## config.mk

```make
export PLATFORM = sky130hd
export DESIGN_NAME = gipt_front
export DESIGN_NICKNAME = d
export VERILOG_FILES = /design/src/rtl/gipt_pkg.sv /design/src/rtl/gipt_front.sv
export SDC_FILE = /design/constraint.sdc
export NUM_CORES = 1
export LEC_CHECK = 0
export BUFFER_PORTS_ARGS = -buffer_cell sky130_fd_sc_hd__buf_2
export CAP_MARGIN = 30
export CELL_PAD_IN_SITES_DETAIL_PLACEMENT = 0
export CELL_PAD_IN_SITES_GLOBAL_PLACEMENT = 1
export CORE_UTILIZATION = 30
export DETAILED_ROUTE_END_ITERATION = 10
export PLACE_DENSITY_LB_ADDON = 0.1
export RECOVER_POWER = 100
export SYNTH_ARGS = -nofsm -noshare
export SYNTH_HDL_FRONTEND = slang
export SYNTH_SLANG_ARGS = --single-unit
```

## constraint.sdc

```tcl
create_clock -name vclk -period 8.15
set_input_delay 0.815 -clock vclk [all_inputs]
set_output_delay 0.815 -clock vclk [all_outputs]
set_load 0.01 [all_outputs]
```

## src/rtl/gipt_pkg.sv

```systemverilog
// Shared types, constants and helpers for the greedy intensity path tracer.
// No dependencies; every other file imports this package.
package gipt_pkg;

  localparam int COORD_W         = 5;
  localparam int LEVEL_W         = 8;
  localparam int SUM_W           = 10;
  localparam int PROD_W          = 2 * SUM_W;
  localparam int VALUE_W         = 16;
  localparam int CFG_W           = 6;
  localparam int PAIR_W          = 5;
  localparam int MAX_PAIRS       = 31;
  localparam int POINT_W         = 2 * COORD_W;
  localparam int IMAGE_SIDE_DEF  = 32;
  localparam int QUEUE_DEPTH_DEF = 2;
  localparam int DIV3_SHIFT      = 11;

  localparam logic [SUM_W-1:0]   DIV3_MUL     = 10'd683;
  localparam logic [VALUE_W-1:0] OUT_OF_RANGE = 16'hFF00;
  localparam logic [CFG_W-1:0]   DIM_RESET    = 6'd32;

  localparam logic REG_IMAGE_WIDTH  = 1'b0;
  localparam logic REG_IMAGE_HEIGHT = 1'b1;

  typedef enum logic {
    KIND_LOAD  = 1'b0,
    KIND_TRACE = 1'b1
  } kind_t;

  typedef enum logic [1:0] {
    SLOT_CENTER = 2'd0,
    SLOT_HORIZ  = 2'd1,
    SLOT_DIAG   = 2'd2,
    SLOT_VERT   = 2'd3
  } slot_t;

  typedef enum logic [2:0] {
    ST_IDLE,
    ST_CHECK,
    ST_READ,
    ST_WAIT,
    ST_MOVE,
    ST_DRAIN
  } state_t;

  typedef struct packed {
    kind_t              kind;
    logic [COORD_W-1:0] pixel_x;
    logic [COORD_W-1:0] pixel_y;
    logic [LEVEL_W-1:0] blue;
    logic [LEVEL_W-1:0] green;
    logic [LEVEL_W-1:0] red;
    logic [COORD_W-1:0] begin_x;
    logic [COORD_W-1:0] begin_y;
    logic [COORD_W-1:0] end_x;
    logic [COORD_W-1:0] end_y;
  } request_t;

  typedef struct packed {
    logic [COORD_W-1:0] point_x;
    logic [COORD_W-1:0] point_y;
    logic               last_point;
  } result_t;

  typedef struct packed {
    kind_t              kind;
    logic [COORD_W-1:0] ax;
    logic [COORD_W-1:0] ay;
    logic [COORD_W-1:0] bx;
    logic [COORD_W-1:0] by;
    logic [LEVEL_W-1:0] level;
  } cmd_t;

  function automatic logic [COORD_W-1:0] coord_step(input logic [COORD_W-1:0] c,
                                                    input logic neg);
    return neg ? c - COORD_W'(1) : c + COORD_W'(1);
  endfunction

endpackage

```

## src/rtl/gipt_front.sv

```systemverilog
// Front end: accepts requests, drops loads outside the image memory, computes
// the load intensity. Depends on gipt_pkg.
module gipt_front #(
  parameter int IMAGE_SIDE = gipt_pkg::IMAGE_SIDE_DEF
) (
  input  logic              start,
  input  gipt_pkg::request_t req,
  input  logic              full,
  output logic              busy,
  output logic              push,
  output gipt_pkg::cmd_t    cmd
);
  import gipt_pkg::*;

  logic [SUM_W-1:0]  sum;
  logic [PROD_W-1:0] prod;
  logic              in_mem;
  logic              keep;

  assign sum    = SUM_W'(req.blue) + SUM_W'(req.green) + SUM_W'(req.red);
  assign prod   = PROD_W'(sum) * PROD_W'(DIV3_MUL);
  assign in_mem = ({1'b0, req.pixel_x} < CFG_W'(IMAGE_SIDE)) &&
                  ({1'b0, req.pixel_y} < CFG_W'(IMAGE_SIDE));
  assign keep   = (req.kind == KIND_TRACE) || in_mem;

  assign busy = full;
  assign push = start && !full && keep;

  always_comb begin
    cmd.kind  = req.kind;
    cmd.ax    = (req.kind == KIND_LOAD) ? req.pixel_x : req.begin_x;
    cmd.ay    = (req.kind == KIND_LOAD) ? req.pixel_y : req.begin_y;
    cmd.bx    = req.end_x;
    cmd.by    = req.end_y;
    cmd.level = prod[DIV3_SHIFT +: LEVEL_W];
  end

endmodule

```

Word-level counts from Yosys, hierarchy flattened
Index checks and enable logic that the tools add are counted.
W data, S select, Z words.
- register bits: 0
- input bits: 57
- output and inout bits: 31
- logic and storage cells: 7
- $add $sub $neg: 2
- multipliers: 1
- multiplexer cells: 2
- reduce and logical (&&, ||, !) cells: 2
- operator list (operator ; number):
    $mul A10 B10 Y19 const B ; 1
    $add A9 B8 Y10 ; 1
    $mux W5 ; 2
    $add A8 B8 Y9 ; 1
    $logic_and A1 B1 Y1 ; 1
    $logic_not A1 Y1 ; 1

Logic depth before layout (Yosys ltp)
- word-level depth: 3
- depth in mapped cells: 25
- gate-level depth less buffers: 25

Worst setup path after synthesis
No wires, ideal clock.
- path kind: input -> output
- from: input port req[21] in the netlist's numbering
- to: output port cmd[3] in the netlist's numbering
- arrival time: 6334 ps
- data required time: 7335 ps
- slack: 1001 ps
- stages: 25
- buffers on the path: 0
- cells stage by stage: inv_1 fa_1 inv_1 ha_1 fa_1 a21oi_1 nor2_1 o21a_1 o21a_1 nor2_1 xnor2_1 ha_1 ha_1 fa_1 fa_1 inv_1 fa_1 inv_1 ha_1 a21oi_1 nand2_1 o311ai_2 nor3b_2 o31ai_2 xor2_1
- RTL lines (element ; RTL line ; text):
    from (decl) ; gipt_front.sv:7 ; input gipt_pkg::request_t req,
    to (decl) ; gipt_front.sv:11 ; output gipt_pkg::cmd_t cmd

==> out/metrics.cfg <==
[synth]
ys_seq_area_share_pct=0
syn_area_sq_um=2410
yosysTopAreaCellShare_pct=33.7
ys_types=40
ys_top_cells_by_area=ha_1, fa_1, inv_1
synth.avg_cell_area_sq_um=9.46
synth_area_leader_cell=ha_1
synth-warning-count=0
synth_nets=407
netlist_instances=255

[hold_path]
hp-class=in -> out
hold_depth=0

[grt]
grt_pass1_wl_microns=8730
grt_pass1_vias=1817
antenna_found_initial=0
gr-total-overflow=0
met2_usage_pct=20.3
grt.busiest_layer=met2
grtUsageTotal_pct=12.7
grt_max_degree=12
grt_use_met1_pct=20.1
grt_use_met3_pct=0.332

[cells_and_area]
nNetsFinal=464
n_fill_cell=833
seq_cells=0
diodes=0
nClkBuffers=0
design_area_sq_um=2760
drive_gt1_share_pct=22.9
syn_to_final_growth_pct=14.2
layout.area.seq_sq_um=0

[setup_path]
arrival_ns=6.87
required_ns=7.34
worst_path_max_delay_cell=fa_1
worst-setup-path-type=in -> out
cp-end-kind=output pin
critPathLaunchType=input port
cp_common_cell=fa_1
worst-path-max-fanout=3
critPathMaxStageDelay_ns=0.55

[sta]
setup_viol=0
worst_pin_slew_ns=0.530
setup-tns-final_ns=0
fin_crit_sh_pct=94.3
rsz0062_at_grt=false
slew_headroom_pct=64.7
whs_ns=1.63
fin_crit_ns=7.69
hold_viol=0
max_freq_ghz=0.130
final_max_slew_viol_count=0

[cts]
post_cts_buffers=0
cts_resized=0
cts-hold-fix-buffers=0

[routing]
wl_per_cell_microns=12.8
ant_nets=0
routed_wl_microns=5270
num_vias=1840
viasPerCell=4.47
drt-initial-drc-count=33
drt_pass1_iterations=4
drc=0

[place]
io_buffer_count=68
gp_congestion=0.750
hpwl_microns=5010
placed_cell_area_sq_um=2790

[die]
core_sq_um=7770
rows=32
num_io_pins=88
die_h_microns=91.7
die_w_microns=91.7
die_area_sq_um=8410
start_util_pct=31.1

[status]
status=finished clean

[run]
maxCapViolCount=0

cell families after synthesis:
| family | count (synthesis) | synth area share (%) |
|---|---|---|
| compound gates | 38 | 11.4 |
| fa+ha+maj | 95 | 58.6 |
| xor+xnor | 18 | 6.53 |
| buf+inv | 53 | 10.1 |
| simple gates | 40 | 8.35 |
| mux | 11 | 5.08 |
final cells by class:
type / count / area, sq um / area share, %
tap: 102 / 128 / 4.63
inverter: 40 / 150 / 5.45
timing repair buffer: 68 / 320 / 11.6
multi-input combinational: 202 / 2160 / 78.3
synthesized netlist by cell type, types with 3 or more instances:
library cell,n
ha_1,65
inv_1,40
fa_1,30
nor2_1,14
buf_4,12
xnor2_1,12
a21oi_1,11
mux2_2,10
nand2_1,8
xor2_1,6
nand2b_1,4
o21ai_0,4
nand3_1,3
o21a_1,3
layer usage:
layer,up-vias,part of all wire (%)
met3,0,3.3
met4,0,0
li1,974,-
met5,-,0
met2,34,45
met1,832,52
stage by stage:
stage / cells / util, % / worst slack (ns)
4_1_cts: 412 / 35.9 / 0.457
3_5_place_dp: 412 / 35.9 / 0.496
3_3_place_gp: 412 / 35.9 / 0.513
2_1_floorplan: 255 / - / 1.00
5_1_grt: 412 / 35.5 / 0.0857
6_report: 412 / 35.5 / 0.462
critical path, delay by kind of cell:
family / cells / cell delay [ns]
and+or+nand+nor: 4 / 0.61
buffers and inverters: 6 / 0.39
adders and majority gates: 9 / 3.51
xor gates and xnor gates: 2 / 0.34
AOI/OAI and AO/OA: 6 / 1.18
cells in the final DEF, fill, tap and decap left out, types with 3 or more instances in the layout:
cell,synthesis,routed
a21oi_1,11,12
buf_2,0,52
clkbuf_1,1,16
fa_1,30,30
ha_1,65,65
inv_1,40,40
mux2_2,10,10
nand2_1,8,8
nand2b_1,4,4
nand3_1,3,3
nor2_1,14,14
o21a_1,3,3
o21ai_0,4,5
xnor2_1,12,12
xor2_1,6,6
path summary, 6_finish.rpt:
kind | startpoint | to | slack, ns
max | req[21] | cmd[3] | 0.46
min | req[7] | cmd[15] | 1.63
Power is left out: the tool's default activity adds up to more than one toggle a clock period on the data nets, which glitch-free logic cannot reach.
