$ cat src/rtl/gipt_pkg.sv
// Shared types, constants and helpers for the greedy intensity path tracer.
// No dependencies; every other file imports this package.
package gipt_pkg;

  localparam int COORD_W         = 5;
  localparam int LEVEL_W         = 8;
  localparam int SUM_W           = 10;
  localparam int PROD_W          = 2 * SUM_W;
  localparam int VALUE_W         = 16;
  localparam int CFG_W           = 6;
  localparam int PAIR_W          = 5;
  localparam int MAX_PAIRS       = 31;
  localparam int POINT_W         = 2 * COORD_W;
  localparam int IMAGE_SIDE_DEF  = 32;
  localparam int QUEUE_DEPTH_DEF = 2;
  localparam int DIV3_SHIFT      = 11;

  localparam logic [SUM_W-1:0]   DIV3_MUL     = 10'd683;
  localparam logic [VALUE_W-1:0] OUT_OF_RANGE = 16'hFF00;
  localparam logic [CFG_W-1:0]   DIM_RESET    = 6'd32;

  localparam logic REG_IMAGE_WIDTH  = 1'b0;
  localparam logic REG_IMAGE_HEIGHT = 1'b1;

  typedef enum logic {
    KIND_LOAD  = 1'b0,
    KIND_TRACE = 1'b1
  } kind_t;

  typedef enum logic [1:0] {
    SLOT_CENTER = 2'd0,
    SLOT_HORIZ  = 2'd1,
    SLOT_DIAG   = 2'd2,
    SLOT_VERT   = 2'd3
  } slot_t;

  typedef enum logic [2:0] {
    ST_IDLE,
    ST_CHECK,
    ST_READ,
    ST_WAIT,
    ST_MOVE,
    ST_DRAIN
  } state_t;

  typedef struct packed {
    kind_t              kind;
    logic [COORD_W-1:0] pixel_x;
    logic [COORD_W-1:0] pixel_y;
    logic [LEVEL_W-1:0] blue;
    logic [LEVEL_W-1:0] green;
    logic [LEVEL_W-1:0] red;
    logic [COORD_W-1:0] begin_x;
    logic [COORD_W-1:0] begin_y;
    logic [COORD_W-1:0] end_x;
    logic [COORD_W-1:0] end_y;
  } request_t;

  typedef struct packed {
    logic [COORD_W-1:0] point_x;
    logic [COORD_W-1:0] point_y;
    logic               last_point;
  } result_t;

  typedef struct packed {
    kind_t              kind;
    logic [COORD_W-1:0] ax;
    logic [COORD_W-1:0] ay;
    logic [COORD_W-1:0] bx;
    logic [COORD_W-1:0] by;
    logic [LEVEL_W-1:0] level;
  } cmd_t;

  function automatic logic [COORD_W-1:0] coord_step(input logic [COORD_W-1:0] c,
                                                    input logic neg);
    return neg ? c - COORD_W'(1) : c + COORD_W'(1);
  endfunction

endpackage

$ cat src/rtl/gipt_queue.sv
// Short command queue between the front end and the walk engine.
// Depends on gipt_pkg for the command type.
module gipt_queue #(
  parameter int DEPTH = gipt_pkg::QUEUE_DEPTH_DEF
) (
  input  logic           clk,
  input  logic           rst,
  input  logic           push,
  input  gipt_pkg::cmd_t push_cmd,
  input  logic           pop,
  output gipt_pkg::cmd_t head,
  output logic           empty,
  output logic           full
);
  import gipt_pkg::*;

  localparam int PW = $clog2(DEPTH);
  localparam int CW = $clog2(DEPTH + 1);

  cmd_t          entries [DEPTH];
  logic [PW-1:0] wr_ptr;
  logic [PW-1:0] rd_ptr;
  logic [CW-1:0] count;
  logic          do_push;
  logic          do_pop;

  assign empty   = (count == '0);
  assign full    = (count == CW'(DEPTH));
  assign do_push = push && !full;
  assign do_pop  = pop && !empty;
  assign head    = entries[rd_ptr];

  always_ff @(posedge clk) begin
    if (do_push) begin
      entries[wr_ptr] <= push_cmd;
    end
  end

  always_ff @(posedge clk) begin
    if (rst) begin
      wr_ptr <= '0;
      rd_ptr <= '0;
      count  <= '0;
    end else begin
      if (do_push) begin
        wr_ptr <= (wr_ptr == PW'(DEPTH - 1)) ? '0 : wr_ptr + PW'(1);
      end
      if (do_pop) begin
        rd_ptr <= (rd_ptr == PW'(DEPTH - 1)) ? '0 : rd_ptr + PW'(1);
      end
      case ({do_push, do_pop})
        2'b10:   count <= count + CW'(1);
        2'b01:   count <= count - CW'(1);
        default: count <= count;
      endcase
    end
  end

endmodule

$ cat config.mk
export PLATFORM = sky130hd
export DESIGN_NAME = gipt_queue
export DESIGN_NICKNAME = d
export VERILOG_FILES = /design/src/rtl/gipt_pkg.sv /design/src/rtl/gipt_queue.sv
export SDC_FILE = /design/constraint.sdc
export NUM_CORES = 1
export LEC_CHECK = 0
export BUFFER_PORTS_ARGS = -buffer_cell sky130_fd_sc_hd__buf_2
export CAP_MARGIN = 5
export CORE_ASPECT_RATIO = 0.9
export CORE_UTILIZATION = 45
export CTS_CLUSTER_SIZE = 28
export DETAILED_ROUTE_END_ITERATION = 16
export PLACE_DENSITY_LB_ADDON = 0.3
export SLEW_MARGIN = 20
export SYNTH_ARGS = -nofsm -noshare
export SYNTH_HDL_FRONTEND = slang
export SYNTH_SLANG_ARGS = --single-unit
$ cat constraint.sdc
create_clock -name clk -period 2.85 [get_ports clk]
set_input_delay 0.7125 -clock clk [delete_from_list [all_inputs] [get_ports clk]]
set_output_delay 0.7125 -clock clk [all_outputs]
set_load 0.005 [all_outputs]
Word-level counts from Yosys, hierarchy flattened

Memory sizes are Yosys's and may differ from the RTL's. A register that Yosys moved wholly into a read port is not among the register bits.
Index checks and enable logic that the tools add are counted.

Memory bits (writable): 58
Bits in registers: 4
Memories kept: 1
Logic and storage cells: 24
Bits of input ports: 33

Reduce and logical (&&, ||, !) cells: 6
Add/subtract/negate cells: 4
Equal/unequal tests: 3
Multiplexer cells: 7

Memory list:

| memory  | depth | width | rd ports | clocked after memory_dff | write ports | line             | source |
|---|---|---|---|---|---|---|---|
| entries | 2     | 29    | 1        | 1                        | 1           | gipt_queue.sv:20 | `cmd_t entries [DEPTH];` |

Operator list:

| cell                                                                   | number |
|---|---|
| 1-bit 2-to-1 mux                                                       | 6 |
| 2-bit equality test (second input constant)                            | 2 |
| 2-bit case mux with 2 select lines                                     | 1 |
| 1-bit adder (second input constant)                                    | 2 |
| 2-bit by 1-bit adder with 2-bit output (second input constant)         | 1 |
| 2-bit by 1-bit equality test with 1-bit output (second input constant) | 1 |
| 1-bit logical AND                                                      | 2 |
| 1-bit logical NOT                                                      | 2 |
| 2-bit logical NOT                                                      | 1 |
| 2-bit nonzero test                                                     | 1 |
| 2-bit by 1-bit subtractor with 2-bit output (second input constant)    | 1 |

Depth between registers and ports, before layout

Gate-level depths: netlist (run 1).

Depth in word-level cells: 5
Mapped depth: 6
Gate-level depth less buffers: 6

Worst setup path before layout (run 1)

OpenSTA, ideal clock, no wires.

Path type: input to register
Start: in push
End: mem entries[0][0] in the netlist's numbering (enable)
Buffers on the path: 0
Slack: 0.782 ns
Cell stages on the path: 3
Required time: 2.466 ns
Arrival time: 1.684 ns
Cell sequence: inv_1 -> or3_1 -> inv_1

Longest elaborated chain between the ends: 3

RTL lines:

| item                                   | line             | source |
|---|---|---|
| start: declaration                     | gipt_queue.sv:8  | `input logic push,` |
| 1-bit logical AND                      | gipt_queue.sv:29 | `assign do_push = push && !full;` |
| 1-bit 2-to-1 mux                       | gipt_queue.sv:34 | `if (do_push) begin` |
| 1-bit 2-to-1 mux (not written as such) | gipt_queue.sv:35 | `entries[wr_ptr] <= push_cmd;` |
| end: declaration                       | gipt_queue.sv:20 |  |

Every way passes these cells.

==> out/metrics.cfg, run 1 <==
[outcome]
status = complete, no violations

[sta]
slew_violations = 0
clock_skew_ns = 0.00570
setup_viol = 0
relSlewSlack = 0.616
fmax_ghz = 0.418
worstMarginPinSlew_ns = 0.575
rsz0062_at_grt = no
fin_ws_ns = 0.457
min_period_ns = 2.39
final-hold-violation-count = 0
tns_ns = 0
post-route-period-util = 0.840

[pwr]
comb_power_share = 0.246
internal-power_mw = 1.92
p_total_mw = 2.58
p_leak_nw = 1.12
power_density_nw_per_um2 = 880
pwr-share-seq = 0.481
switchingPower_mw = 0.661
p_clk_frac = 0.274
ir_drop_v = 0.000550
p_sw_frac = 0.256

[worst_setup_path]
r2r_start = count[0]$_SDFFE_PP0P_
rr_worst_depth = 5
worstPathArrival_ns = 1.68
crit_path_end_kind = output port
startpoint_type = flop
cp.required_ns = 2.14
critPathKind = reg -> out
crit_fanout = 19
regToRegEndpoint = entries[0][5]$_DFFE_PP_
rrSetupSlack_ns = 0.93

[min_path]
holdPathStages = 2
min_from = wr_ptr$_SDFFE_PP0P_
hold_path_end = wr_ptr$_SDFFE_PP0P_
hold_path_class = reg -> reg

[routing]
first_pass_iters = 4
postRouteWirelength_um = 3730
drc_errors = 0
drt_iter0_drc = 54
drtAntennaViolNets = 0
wire_per_inst_um = 14.4
post_drt_via_cell_ratio = 4.76
dr_total_vias = 1237

[synth]
yosys_warnings = 0
post_synth.cell_area_avg_um2 = 19.9
synth_edf_count = 58
synth_area_um2 = 2310
synth.top_cells.by_count = edfxtp_1 (58), mux2_2 (22), mux2_1 (7)
async_reset_ff_frac = 0
yosysTopAreaCell = edfxtp_1
yosysUniqueCellTypes = 18
synth.most_common_cell = edfxtp_1
ys_seq_area_frac = 0.798
synth_flop_cell = edfxtp_1
ys_ff_latch = 63
netlist_instances = 116
synthTopCellsByArea = edfxtp_1 (75%), mux2_2 (11%), dfxtp_1 (4.3%), mux2_1 (3.4%), xnor2_1 (0.76%)
synth_top_cell_area_share = 0.755
syn_nets = 150

[placed_design]
pre_cts_ws_ns = 0.705
gp_congestion = 0.737
port_buffers = 63
hpwl_um = 2650

[global_routing]
grt_util_met3 = 0.0392
use_met2 = 0.265
grt_start_max_net_pins = 20
grt.overflow.total = 0
antenna_found_initial = 0
grt-busiest-layer = met2
grt_pass1_wl_um = 6150
met1_usage = 0.172
track_usage = 0.156
grt_pass1_vias = 1343

[cts]
tritoncts = done
cts_buffers = 9
ctsHoldBuffers = 0
clk_latency_ns = 0.32
cts_setup_buffers = 0
clkTransAtPathRegs_ns = 0.07
ctsLongestPathBuffers = 2
ctsHtreeMaxLevel = 3
root_buffer = clkbuf_8
clock_sinks = 63
post_cts_resized = 0

[floorplanning]
initial_core_util = 0.471
dieArea_um2 = 5420
ioPinCount = 64
core_um2 = 4890
fp.dieW_um = 77.5
rows = 24
die_y_um = 69.9

[job]
cap_violations = 0

[finish]
multi_input_area_um2 = 439
final_layout_size_suffix_gt1_frac = 0.523
nets = 224
diodes = 0
fillers = 370
syn_to_final_growth_pct = 27.0
ff_latch_area_um2 = 1840

[worst max-delay path by stage]
stage / to / slack, ns
3_3_place_gp: entries[0][21]$_DFFE_PP_ / 0.77
2_1_floorplan: entries[0][0]$_DFFE_PP_ / 0.78
3_5_place_dp: entries[0][3]$_DFFE_PP_ / 0.70
5_1_grt: head[10] / 0.34
4_1_cts: head[10] / 0.42
6_report: head[10] / 0.46
[cell usage in the layout (no fill, tap or decap), types with 2 or more instances in the layout]
cell      synthesis  layout
o21ai_0           2       2
nor2_1            4       4
clkbuf_8          0       9
mux2_1            7       7
xnor2_1           2       2
a21oi_1           2       2
clkbuf_1          0       3
inv_1             2       2
buf_2             3      63
edfxtp_1         58      58
mux2_2           22      22
or3_1             2       2
dfxtp_1           5       5
buf_12            0       3
[metal layers]
layer	wire (um)	vias to the layer above
met5	0	-
met4	59	0
met3	185	6
met2	1940	42
met1	1540	595
li1	-	594
[cell type report]
cell class              count  share of cell area
inverters                   3             0.00384
well taps                  65              0.0278
clock buffers              12              0.0461
multi-input cells          47               0.150
clock inverters             4              0.0158
flip-flops and latches     63               0.629
repair buffers             66               0.128
[power by group through the flow]
| stage | Combinational (mW) | Clock, mW | Sequential [mW] |
|---|---|---|---|
| after CTS | 0.648 | 0.726 | 1.24 |
| after global placement | 0.620 | 0 | 1.25 |
| final | 0.634 | 0.705 | 1.24 |
| after detailed placement | 0.643 | 0 | 1.26 |
| after global routing | 0.696 | 0.760 | 1.26 |
| after floorplan | 0.383 | 0 | 1.23 |
[cells by family (layout without fill, tap and decap cells)]
| group | after synthesis | in the layout | synth area share |
|---|---|---|---|
| flops | 63 | 63 | 0.798 |
| mux | 29 | 29 | 0.142 |
| simple gates | 9 | 9 | 0.0201 |
| buf+inv | 6 | 85 | 0.0114 |
| compound gates | 5 | 5 | 0.0119 |
| xor+xnor | 3 | 3 | 0.0114 |
| fa+ha+maj | 1 | 1 | 0.00542 |
[worst max-delay path: stages (launching register included)]
cell,delay [ns]
dfxtp_1,0.63
buf_12,0.23
mux2_1,0.36
buf_2,0.14
[flip-flops by register name (all words and copies together), names as in the netlist, named ones only]
register / count
rd_ptr: 1
wr_ptr: 1
count: 2
entries: 58
[through the flow]
step,cell area [um2],hold slack (ns),cells,util
after CTS,2930,0.497,260,0.599
after global routing,2930,0.531,260,0.599
after floorplan,2310,0.452,116,-
final,2930,0.500,260,0.599
after detailed placement,2750,0.482,244,0.562
after global placement,2750,0.473,244,0.562
No activity file was read; power rests on OpenSTA's default activity.
==> inputs of run 2 (changes only) <==
Settings changed: ABC_AREA set to 1.
Clock period 2.85 ns to 1.95 ns, I/O delays scaled along.
==> run 2 against run 1 <==
Compared with the run above: cell count increased by 6.2%; clock skew increased by 0.00077 ns; core utilization increased by 1.5 points; global-route usage increased by 0.13 points; sequential cell count unchanged; via count increased by 8.1%; critical path type unchanged; highest routed layer unchanged.
==> out/metrics.cfg, run 2 <==
[finish]
regMostFlops = entries
mostFrequentLayoutCell = buf_2
syn_to_final_growth_pct = 27.9
final_layout_size_suffix_gt1_frac = 0.536
diodes = 0
fillers = 382
final_cell_mix = buf_2 (63), edfxtp_1 (58), mux2_2 (19)
top_regs = entries: 58 flops, count: 2 flops
nets = 240
largest_register_ffs = 58

[sta]
slew_violations = 0
clock_skew_ns = 0.00647
rsz0062_at_grt = no
whs_ns = 0.352
post-route-period-util = 0.958
worstMarginPinSlew_ns = 0.251
final-hold-violation-count = 0
fmax_ghz = 0.535
relSlewSlack = 0.833
min_period_ns = 1.87
tns_ns = 0
setup_viol = 0

[worst_setup_path]
worst-path-buf-inv = 2
startpoint_type = flop
cp.required_ns = 1.46
critPathKind = reg -> out
path_depth = 3
crit_family = flip-flops
crit_path_end_kind = output port
cp_cell_sequence = buf_8 > mux2_2 > buf_2
crit_fanout = 18
slowest_stage = dfxtp_1
max_stage_delay_ns = 0.36
worstPathArrival_ns = 1.38
rr_worst_depth = 9

[floorplanning]
core_um2 = 4950
rows = 24
die_y_um = 71.0
initial_core_util = 0.480
fp.dieW_um = 78.6
ioPinCount = 64
dieArea_um2 = 5580

[synth]
synthAdderAreaFrac = 0.00526
syn_nets = 164
yosysTopAreaCell = edfxtp_1
synth-compound-area-share = 0.00421
synth_xor_area_frac = 0
async_reset_ff_frac = 0
synth.most_common_cell = edfxtp_1
ys_seq_area_frac = 0.774
synth_top_cell_area_share = 0.732
post_synth.cell_area_avg_um2 = 18.3
ys_ff_latch = 63
synth.top_cells.by_count = edfxtp_1 (58), mux2_2 (19), nor2_1 (14)
synthTopCellsByArea = edfxtp_1 (73%), mux2_2 (9.0%), mux2_4 (6.3%), dfxtp_1 (4.2%), nor2_1 (2.2%)
yosys_warnings = 0
synthSimpleGateAreaFrac = 0.0373
synth_edf_count = 58
synth_area_um2 = 2380
netlist_instances = 130
yosysUniqueCellTypes = 13
synth_flop_cell = edfxtp_1
synth.mux.area_fraction = 0.153
synth_top_family_by_area = multiplexers

[global_routing]
track_usage = 0.157
antenna_found_initial = 0
use_met2 = 0.245
grt_pass1_vias = 1345
grt-busiest-layer = met2
met1_usage = 0.188
grt_start_max_net_pins = 30
grt_util_met3 = 0.0477
grt_pass1_wl_um = 6270
grt.overflow.total = 0

[routing]
drtAntennaViolNets = 0
first_pass_iters = 4
wire_per_inst_um = 14.6
post_drt_via_cell_ratio = 4.84
postRouteWirelength_um = 4030
drt_iter0_drc = 86
drc_errors = 0
dr_total_vias = 1337

[pwr]
p_leak_nw = 1.22
ir_drop_v = 0.000723
p_total_mw = 3.68
power_density_nw_per_um2 = 1210

[min_path]
hold_path_class = in -> reg
holdPathStages = 1

[cts]
ctsHtreeMaxLevel = 3
root_buffer = clkbuf_8
clock_sinks = 63
clkTransAtPathRegs_ns = 0.07
cts_setup_buffers = 0
ctsLongestPathBuffers = 2
clk_latency_ns = 0.32
cts_buffers = 9
tritoncts = done

[placed_design]
port_buffers = 63
gp_congestion = 0.645
hpwl_um = 2800

[job]
cap_violations = 0

[outcome]
status = complete, no violations

run 2: cells by family (layout without fill, tap and decap cells):
kind of cell,count (synthesis),after routing
compound gates,2,2
fa+ha+maj,1,1
buf+inv,12,93
flops,63,63
mux,29,29
simple gates,23,23
run 2: cell type report:
type	count	area, um2	share of cell area
Clock buffer	9	124	0.0407
Sequential cell	63	1840	0.605
Timing Repair Buffer	68	373	0.123
Clock inverter	7	111	0.0366
Tap cell	65	81.3	0.0267
Multi-Input combinational cell	55	478	0.157
Inverter	9	33.8	0.0111
run 2: through the flow:
step | util | area, um2 | std cells | worst slack (ns)
floorplan | - | 2380 | 130 | 0.0441
global placement | 0.565 | 2800 | 260 | 0.370
detailed placement | 0.565 | 2800 | 260 | 0.249
CTS | 0.613 | 3040 | 276 | 0.0405
global route | 0.614 | 3040 | 276 | 0.00738
finish | 0.614 | 3040 | 276 | 0.0814
run 2: power breakdown:
group / total [mW] / switching (mW) / internal, mW
Clock: 1.31 / 0.466 / 0.840
Combinational: 0.677 / 0.326 / 0.351
Sequential: 1.70 / 0.0505 / 1.65
run 2: worst reg2reg max path, stage by stage, from the launching register on:
cell and delay, ns:
dfxtp_1 0.40, nor2_1 0.09, nor2_1 0.18, inv_1 0.11, ha_1 0.33, inv_1 0.09
nand2_1 0.06, nor2_1 0.10, nor2_1 0.06, nor2_1 0.11
run 2: routing by layer:
layer / up-vias / share of wire
met2: 44 / 0.49
met3: 7 / 0.064
met5: - / 0
li1: 633 / -
met4: 0 / 0.019
met1: 653 / 0.43
run 2: what timing repair did:
action | CTS | global route
hold buffers | 0 | 0
setup endpoints to repair | 9 | 9
resized for setup | 1 | 1
run 2: final timing paths:
check	start	endpoint	slack (ns)
worst max-delay path	flop	head[21]	0.08
worst max register to register	count[0]$_SDFFE_PP0P_	count[1]$_SDFFE_PP0P_	0.35
worst min register to register	wr_ptr$_SDFFE_PP0P_	wr_ptr$_SDFFE_PP0P_	0.52
worst min-delay path	push_cmd[13]	entries[0][13]$_DFFE_PP_	0.35
==> inputs of run 3 (changes only) <==
Settings changed: BUFFER_PORTS_ARGS -buffer_cell sky130_fd_sc_hd__buf_2 to -buffer_cell sky130_fd_sc_hd__buf_4, CTS_BUF_LIST set to sky130_fd_sc_hd__clkbuf_4 sky130_fd_sc_hd__clkbuf_8.
==> run 3 against run 2 <==
Compared with the run above: sequential cell count is the same; register-to-register slack gained 0.06 ns; cell count is the same; sequential share of layout area shrank 1.6 points; first-iteration DRC count shrank 16%; core utilization grew 1.7 points; power shrank 7.4%; final area grew 2.8%; routed wire length grew 1.2%; global-route usage grew 0.55 points; critical path type unchanged; hold slack lost 0.013 ns.
==> out/metrics.cfg, run 3 (same netlist as run 2, synthesis figures left out) <==
[cts]
root_buffer = clkbuf_8
tritoncts = done
clk_latency_ns = 0.33
ctsLongestPathBuffers = 2
cts_buffers = 9
ctsHoldBuffers = 0
clock_sinks = 63
ctsHtreeMaxLevel = 3
clkTransAtPathRegs_ns = 0.06
cts_setup_buffers = 0

[worst_setup_path]
worstPathArrival_ns = 1.41
critPathKind = reg -> out
slowest_stage = dfxtp_1
crit_top_cell = buf_4
crit_fanout = 9
r2r_start = count[0]$_SDFFE_PP0P_
max_stage_delay_ns = 0.37
cp_cell_sequence = buf_4 > mux2_2 > buf_4
cp.required_ns = 1.46
crit_path_end_kind = output port
startpoint_type = flop

[floorplanning]
fp.dieW_um = 78.6
core_um2 = 4950
initial_core_util = 0.480
ioPinCount = 64
die_y_um = 71.0
dieArea_um2 = 5580
rows = 24

[finish]
syn_to_final_growth_pct = 31.5
diodes = 0
nets = 241
final_layout_size_suffix_gt1_frac = 0.536
final_area_um2 = 3130
fillers = 376
regMostFlops = entries
fin_util = 0.631
mostFrequentLayoutCell = buf_4
largest_register_ffs = 58
final_cell_mix = buf_4 (68), edfxtp_1 (58), mux2_2 (19)
top_regs = entries: 58 flops, count: 2 flops

[sta]
post-route-period-util = 0.971
worstMarginPinSlew_ns = 0.273
min_period_ns = 1.89
slew_violations = 0
setup_viol = 0
relSlewSlack = 0.818
tns_ns = 0
clock_skew_ns = 0.00799
rsz0062_at_grt = yes
final-hold-violation-count = 0
fin_ws_ns = 0.0565
fmax_ghz = 0.528

[placed_design]
hpwl_um = 2930
gp_congestion = 0.639
placedInstanceArea_um2 = 2950
port_buffers = 63
pre_cts_ws_ns = 0.292

[routing]
drtAntennaViolNets = 0
wire_per_inst_um = 14.8
postRouteWirelength_um = 4080
post_drt_via_cell_ratio = 4.72
first_pass_iters = 4
drt_iter0_drc = 72
drc_errors = 0
dr_total_vias = 1302

[pwr]
p_leak_nw = 1.25
ir_drop_v = 0.000537
power_density_nw_per_um2 = 1090

[global_routing]
grt_pass1_wl_um = 6350
grt_pass1_vias = 1320
track_usage = 0.163
grt.overflow.total = 0
grt_start_max_net_pins = 22
antenna_found_initial = 0

[min_path]
hold_path_class = in -> reg
min_from = push_cmd[16]

[outcome]
status = complete, no violations

[job]
cap_violations = 0

## run 3: cell count changes in the layout (fill, tap and decap cells not counted), sizes merged
| cell | delta |
|---|---|
| buf | +1 |
| clkinv | -1 |
| clkinvlp | -1 |
| clkbuf | +4 |
| bufinv | -3 |
## run 3: worst paths after layout
check,to,slack [ns],cells after the start
worst min-delay path,entries[0][16]$_DFFE_PP_,0.34,1
worst max register to register,count[1]$_SDFFE_PP0P_,0.41,9
worst min register to register,wr_ptr$_SDFFE_PP0P_,0.51,2
worst max-delay path,head[24],0.06,3
## run 3: layer usage
metal	share of wire	vias to the layer above	track usage	wire length, um
met5	0	-	0	0
met2	0.47	43	0.252	1940
met4	0.028	0	0.123	115
met1	0.43	617	0.195	1770
met3	0.062	10	0.0426	253
li1	-	632	-	-
## run 3: cell type report
type | count | area [um2] | area share
clock buffer | 13 | 154 | 0.0492
clock inverter | 2 | 8.76 | 0.00280
inverter | 9 | 33.8 | 0.0108
multi-input combinational | 55 | 478 | 0.153
sequential | 63 | 1840 | 0.589
tap | 65 | 81.3 | 0.0260
timing repair buffer | 69 | 531 | 0.170
## run 3: through the flow
step	hold slack [ns]	std cells	total power [mW]
floorplan	0.467	130	2.13
global placement	0.484	261	2.46
detailed placement	0.501	261	2.50
CTS	0.319	276	3.45
global route	0.323	276	3.58
finish	0.339	276	3.41
## run 3: where the power goes
group | total (mW) | internal (mW) | switching (mW) | leakage [nW]
clock network | 0.941 | 0.505 | 0.436 | 0.0886
registers | 1.70 | 1.65 | 0.0521 | 0.584
logic | 0.768 | 0.442 | 0.325 | 0.580
## run 3: repair_timing
item	4_1_cts	5_1_grt
hold endpoints to repair	0	0
pin swaps	0	0
gates resized for setup	1	2
gates cloned	0	0
endpoints found under the setup margin	14	11
## run 3: worst max-delay path, delay by kind of cell, from the launching register on
family | cells | cell delay (ns)
muxes | 1 | 0.36
buffers and inverters | 2 | 0.35
DFF | 1 | 0.37
